### config.mk
export PLATFORM = sky130hd
export DESIGN_NAME = bpc_udiv
export DESIGN_NICKNAME = d
export VERILOG_FILES = /design/src/rtl/bpc_pkg.sv /design/src/rtl/bpc_udiv.sv
export SDC_FILE = /design/constraint.sdc
export NUM_CORES = 2
export LEC_CHECK = 0
export BUFFER_PORTS_ARGS = -buffer_cell sky130_fd_sc_hd__buf_4
export CAP_MARGIN = 15
export CORE_MARGIN = 5
export CORE_UTILIZATION = 66
export CTS_BUF_LIST = sky130_fd_sc_hd__clkbuf_4
export DETAILED_ROUTE_END_ITERATION = 10
export PLACE_DENSITY_LB_ADDON = 0.12
export SYNTH_ARGS = -nofsm -noshare
export SYNTH_HDL_FRONTEND = slang
export SYNTH_SLANG_ARGS = --single-unit
### constraint.sdc
create_clock -name clk -period 5.15 [get_ports clk]
set_input_delay 0.515 -clock clk [delete_from_list [all_inputs] [get_ports clk]]
set_output_delay 0.515 -clock clk [all_outputs]
set_load 0.1 [all_outputs]
### src/rtl/bpc_pkg.sv
// Package: shared constants, types and helpers for the pressure compensation pipeline.
package bpc_pkg;

    localparam int DIV_LAT = 32;

    localparam logic [31:0] C_B6_OFS   = 32'd4000;
    localparam logic [31:0] C_P_SCALE  = 32'd50000;
    localparam logic [31:0] C_X1_GAIN  = 32'd3038;
    localparam logic [31:0] C_X2_GAIN  = 32'hFFFF_E343;  // -7357
    localparam logic [31:0] C_P_OFS    = 32'd3791;
    localparam logic [31:0] C_B4_BIAS  = 32'd32768;

    typedef enum logic [2:0] {
        REG_AC123 = 3'd0,
        REG_AC456 = 3'd1,
        REG_B12   = 3'd2,
        REG_MCMD  = 3'd3,
        REG_OSS   = 3'd4
    } cfg_idx_t;

    // per-item context that rides along the pipeline
    typedef struct packed {
        logic        fault;
        logic [18:0] up;
        logic [31:0] b5;
    } ctx_t;

    // signed divide by 2^n, truncating toward zero, on a 32-bit word
    function automatic logic [31:0] tdiv2(input logic [31:0] a, input int n);
        logic [31:0] mag;
        logic [31:0] shf;
        mag   = a[31] ? (~a + 32'd1) : a;
        shf   = mag >> n;
        tdiv2 = a[31] ? (~shf + 32'd1) : shf;
    endfunction

    function automatic logic [31:0] sx16(input logic [15:0] v);
        sx16 = {{16{v[15]}}, v};
    endfunction

    function automatic logic [31:0] abs32(input logic [31:0] a);
        abs32 = a[31] ? (~a + 32'd1) : a;
    endfunction

endpackage

### src/rtl/bpc_udiv.sv
// Module: pipelined unsigned 32/32 restoring divider, one quotient bit per stage.
module bpc_udiv (
    input  logic        clk,
    input  logic        en,
    input  logic [31:0] num,
    input  logic [31:0] den,
    output logic [31:0] quo
);

    logic [31:0] n_reg [0:bpc_pkg::DIV_LAT-1];
    logic [31:0] d_reg [0:bpc_pkg::DIV_LAT-1];
    logic [31:0] r_reg [0:bpc_pkg::DIV_LAT-1];
    logic [31:0] q_reg [0:bpc_pkg::DIV_LAT-1];

    for (genvar s = 0; s < bpc_pkg::DIV_LAT; s++) begin : g_stage
        logic [31:0] n_in;
        logic [31:0] d_in;
        logic [31:0] r_in;
        logic [31:0] q_in;
        logic [32:0] trial;
        logic [32:0] diff;
        logic        ge;

        if (s == 0) begin : g_first
            assign n_in = num;
            assign d_in = den;
            assign r_in = 32'd0;
            assign q_in = 32'd0;
        end else begin : g_rest
            assign n_in = n_reg[s-1];
            assign d_in = d_reg[s-1];
            assign r_in = r_reg[s-1];
            assign q_in = q_reg[s-1];
        end

        assign trial = {r_in, n_in[bpc_pkg::DIV_LAT-1-s]};
        assign diff  = trial - {1'b0, d_in};
        assign ge    = !diff[32];

        always_ff @(posedge clk)
        begin
            if (en)
            begin
                n_reg[s] <= n_in;
                d_reg[s] <= d_in;
                r_reg[s] <= ge ? diff[31:0] : trial[31:0];
                q_reg[s] <= {q_in[30:0], ge};
            end
        end
    end

    assign quo = q_reg[bpc_pkg::DIV_LAT-1];

endmodule

Word-level counts from Yosys, hierarchy flattened
Memory sizes are Yosys's and may differ from the RTL's.
Cells that the tools add are included.
- add/subtract/negate cells: 32
- multiplexer cells: 34
- reductions and logical operators: 32
- operators with widths (kind ; count):
    2-to-1 mux 32 bit ; 32
    subtractor 33 x 32 -> 33 bit ; 31
    subtractor 1 x 32 -> 33 bit ; 1
    logical NOT 1 bit ; 32
    2-to-1 mux 1 bit ; 2
- flip-flop bits (word level): 0
- bits in writable memories: 4096
- input bits: 66
- output and inout port bits: 32
- logic and storage cells: 102
- memories kept: 4
- memories (name ; depth ; bits a word ; read ports ; clocked after Yosys merged registers in ; wr ports ; line ; source):
    d_reg ; 32 ; 32 ; 31 ; 0 ; 32 ; bpc_udiv.sv:11 ; logic [31:0] d_reg [0:bpc_pkg::DIV_LAT-1];
    n_reg ; 32 ; 32 ; 31 ; 0 ; 32 ; bpc_udiv.sv:10 ; logic [31:0] n_reg [0:bpc_pkg::DIV_LAT-1];
    q_reg ; 32 ; 32 ; 32 ; 0 ; 32 ; bpc_udiv.sv:13 ; logic [31:0] q_reg [0:bpc_pkg::DIV_LAT-1];
    r_reg ; 32 ; 32 ; 31 ; 0 ; 32 ; bpc_udiv.sv:12 ; logic [31:0] r_reg [0:bpc_pkg::DIV_LAT-1];

Depth between registers and ports, before layout
An unclocked memory read counts as a cell.
- depth after elaboration: 3
- gate-level depth with buffers: 16
- gate-level depth less buffers: 14

Worst setup path before layout
OpenSTA, ideal clock, no wires.
- path kind: register to register
- start: memory d_reg[8][0], in the netlist d_reg[0][256]
- end: memory r_reg[9][24], in the netlist r_reg[0][312], data pin
- setup time: 260 ps
- arrival: 3543 ps
- path slack: 1347 ps
- cell stages (with the launch flop): 15
- period minus slack after synthesis: 3803 ps
- cells stage by stage: edfxtp_1 ha_1 fa_1 nor2b_1 o21a_1 o21ai_0 a211oi_1 a211o_1 o21ai_0 o31a_1 o211ai_1 nand2_1 o311ai_2 buf_2 mux2_2
- RTL lines (element ; line):
    start: declaration ; bpc_udiv.sv:11
    end: declaration ; bpc_udiv.sv:12

==> flow_summary.ini <==
[status]
status = finished, final reports clean

[timing]
worstMarginPinSlew_ns = 1.10
max_freq_mhz = 204
fin_setup_tns_ns = 0
whs_ns = 0.242
slew_violations = 0
relSlewSlack_pct = 26.5
min_period_ns = 4.90
rsz0062_at_grt = no
fin_ws_ns = 0.254
setup_viol = 0
period_share_pct = 95.1
hold_viol_final = 0
clock_skew_ns = 0.165

[global_route]
grt_max_degree = 149
grt_pass1_vias = 101000
track_usage_pct = 26.6
antenna_found_initial = 8
grt_pass1_wl_um = 523000
grt-ovfl-total = 0

[route]
drc = 0
first_iter_violations = 7964
via_per_inst = 5.94
dr.pass1.iters = 8
wl_per_cell_um = 19.8
wirelength_um = 326000
vias = 97900
drtAntennaViolNets = 0

[yosys]
synth_area_per_cell_um2 = 12.7
synth-async-reset-ratio_pct = 0
seq_area_frac_synth_pct = 59.0
synth_xor_area_share_pct = 4.66
synth_top_family_by_area = compound AO/OA/AOI/OAI gates
synth.area.top_cells = edfxtp_1 59%, ha_1 8.1%, mux2_2 5.2%
synth-compound-area-share_pct = 11.8
synthSimpleGateAreaFrac_pct = 6.44
synth_mux_area_share_pct = 5.85
synthAdderAreaFrac_pct = 8.51
synth_top_area_share_pct = 59.0
synth_flop_cell = edfxtp_1
ys_ff_latch = 3008
syn_area_um2 = 153000
syn_inst = 12000
yosysWarnings = 0
yosysUniqueCellTypes = 87
synth-edff-count = 3008
yosysTopAreaCell = edfxtp_1

[floorplanning]
row_count = 176
die_w_um = 491
initial_utilization_pct = 66.4
dieArea_um2 = 242000
core_area_um2 = 230000
io_pins = 98
die_y_um = 491

[placement]
dp.cells = 15000
dp_worst_setup_slack_ns = 0.424
portBuffers = 97
gp_congestion = 0.983
placed_area_um2 = 158000
dp_hpwl_um = 230000

[final_layout]
instances_no_fill = 16500
design_area_um2 = 169000
final_util_pct = 73.3
multi_input_area_um2 = 57300
synthToLayoutAreaGrowth_pct = 10.3
drive_gt1_share_pct = 16.1
mostFrequentLayoutCell = edfxtp_1
nNetsFinal = 14000
fill_cells = 14800
regArea_um2 = 90300
final_cell_mix = 3008 x edfxtp_1, 1245 x inv_1, 1049 x clkbuf_4

[power_and_ir_drop]
p_total_mw = 110
p_leak_nw = 69.0
p_per_area_nw_per_um2 = 650
irDropWorstVdd_uv = 603

[clocking]
cts_tree = done
clk_pin_slew_ns = 0.08
numClockSinks = 3008
cts_buffer_depth = 4
post_cts_buffers = 0
cts_inserted_buffers = 760
ctsHtreeMaxLevel = 6
insertion_delay_ns = 1.42
root_buffer = clkbuf_4

[critical_path]
crit_path_end_kind = flop
start_kind = flop
r2r_cells = 15
path_max_fanout = 33
crit_required_ns = 6.23
worstPathArrival_ns = 5.98
critical_path_class = flop to flop

[flow_run]
drv.max_cap_violation_count = 0

[min_path]
hold_depth = 5
hold_class = primary input to flop
-- routing by layer --
layer | GRT usage [%] | part of all wire, % | vias to the layer above | routed length, um
met5 | 0 | 0 | - | 0
met4 | 10.2 | 3.5 | 0 | 11500
met3 | 4.44 | 5.4 | 764 | 17700
met2 | 45.9 | 50 | 3154 | 162000
met1 | 34.0 | 41 | 47200 | 134000
li1 | - | - | 46800 | -
-- cell type report --
cell class	count	share of cell area (%)
clock buffer	1049	4.67
timing repair buffer	350	2.03
sequential	3008	53.5
multi-input combinational	7537	34.0
antenna	16	0.0237
tap	3026	2.24
clock inverter	246	0.787
inverter	1245	2.77
-- worst paths after layout --
| path | startpoint | to | slack, ns |
|---|---|---|---|
| setup reg to reg | n_reg[0][154] | r_reg[0][167] | 0.25 |
| setup / recovery | n_reg[0][154] | r_reg[0][167] | 0.25 |
| hold / removal | num[31] | r_reg[0][0] | 0.24 |
| hold reg to reg | d_reg[0][302] | d_reg[0][334] | 0.35 |
-- logic make-up (layout without fill, tap and decap cells) --
kind of cell | count (synthesis) | after routing
compound gates | 2816 | 2816
xor+xnor | 812 | 812
buf+inv | 1487 | 2890
fa+ha+maj | 1023 | 1023
simple gates | 2069 | 2069
mux | 802 | 802
other cells | 1 | 31
flops | 3008 | 3008
-- synth_stat cells (16+ instances only) --
cell type / number
nand4_1: 85
mux2_1: 26
a211oi_1: 61
clkbuf_1: 177
a211o_1: 33
or2_2: 32
nor2_1: 548
and2_1: 45
xnor2_1: 533
nor2b_1: 119
a21oi_1: 884
nor3b_1: 21
a31o_2: 24
nor4_1: 25
mux2_2: 711
o211ai_1: 62
nand3_1: 196
fa_1: 30
xor2_1: 277
or3_1: 37
a21boi_0: 47
o2111ai_1: 22
nand2b_1: 121
o31ai_1: 75
and3_1: 72
mux2i_1: 65
o21ai_0: 541
a31oi_1: 85
nor3_1: 126
o31a_1: 32
nand3b_1: 17
edfxtp_1: 3008
o21a_1: 166
o2111a_1: 19
a2111oi_0: 32
nand2_1: 585
buf_2: 53
ha_1: 993
o21bai_1: 97
inv_1: 1245
and4_1: 18
a21o_1: 456
o41ai_1: 16
-- repair_timing --
item,4_1_cts,5_1_grt
hold endpoints to repair,604,0
gates resized for setup,0,0
setup endpoints to repair,0,0
hold buffers,129,0
-- worst max-delay path, stage by stage (launching register included) --
cell      delay [ns]
edfxtp_1        0.40
inv_1           0.13
ha_1            0.23
fa_1            0.24
nor2b_1         0.06
o21ai_0         0.23
a21boi_1        0.15
o211ai_1        0.34
a211oi_1        0.21
nor3_1          0.73
o31a_1          0.31
a311oi_1        0.15
or4b_1          0.53
nand3_1         0.16
buf_12          0.23
mux2_2          0.36
-- where the power goes --
part           internal, mW  switching (mW)
clock network          9.80            9.64
registers              35.7            3.53
logic                  23.9            27.2
No activity file was read; power rests on OpenSTA's default activity.
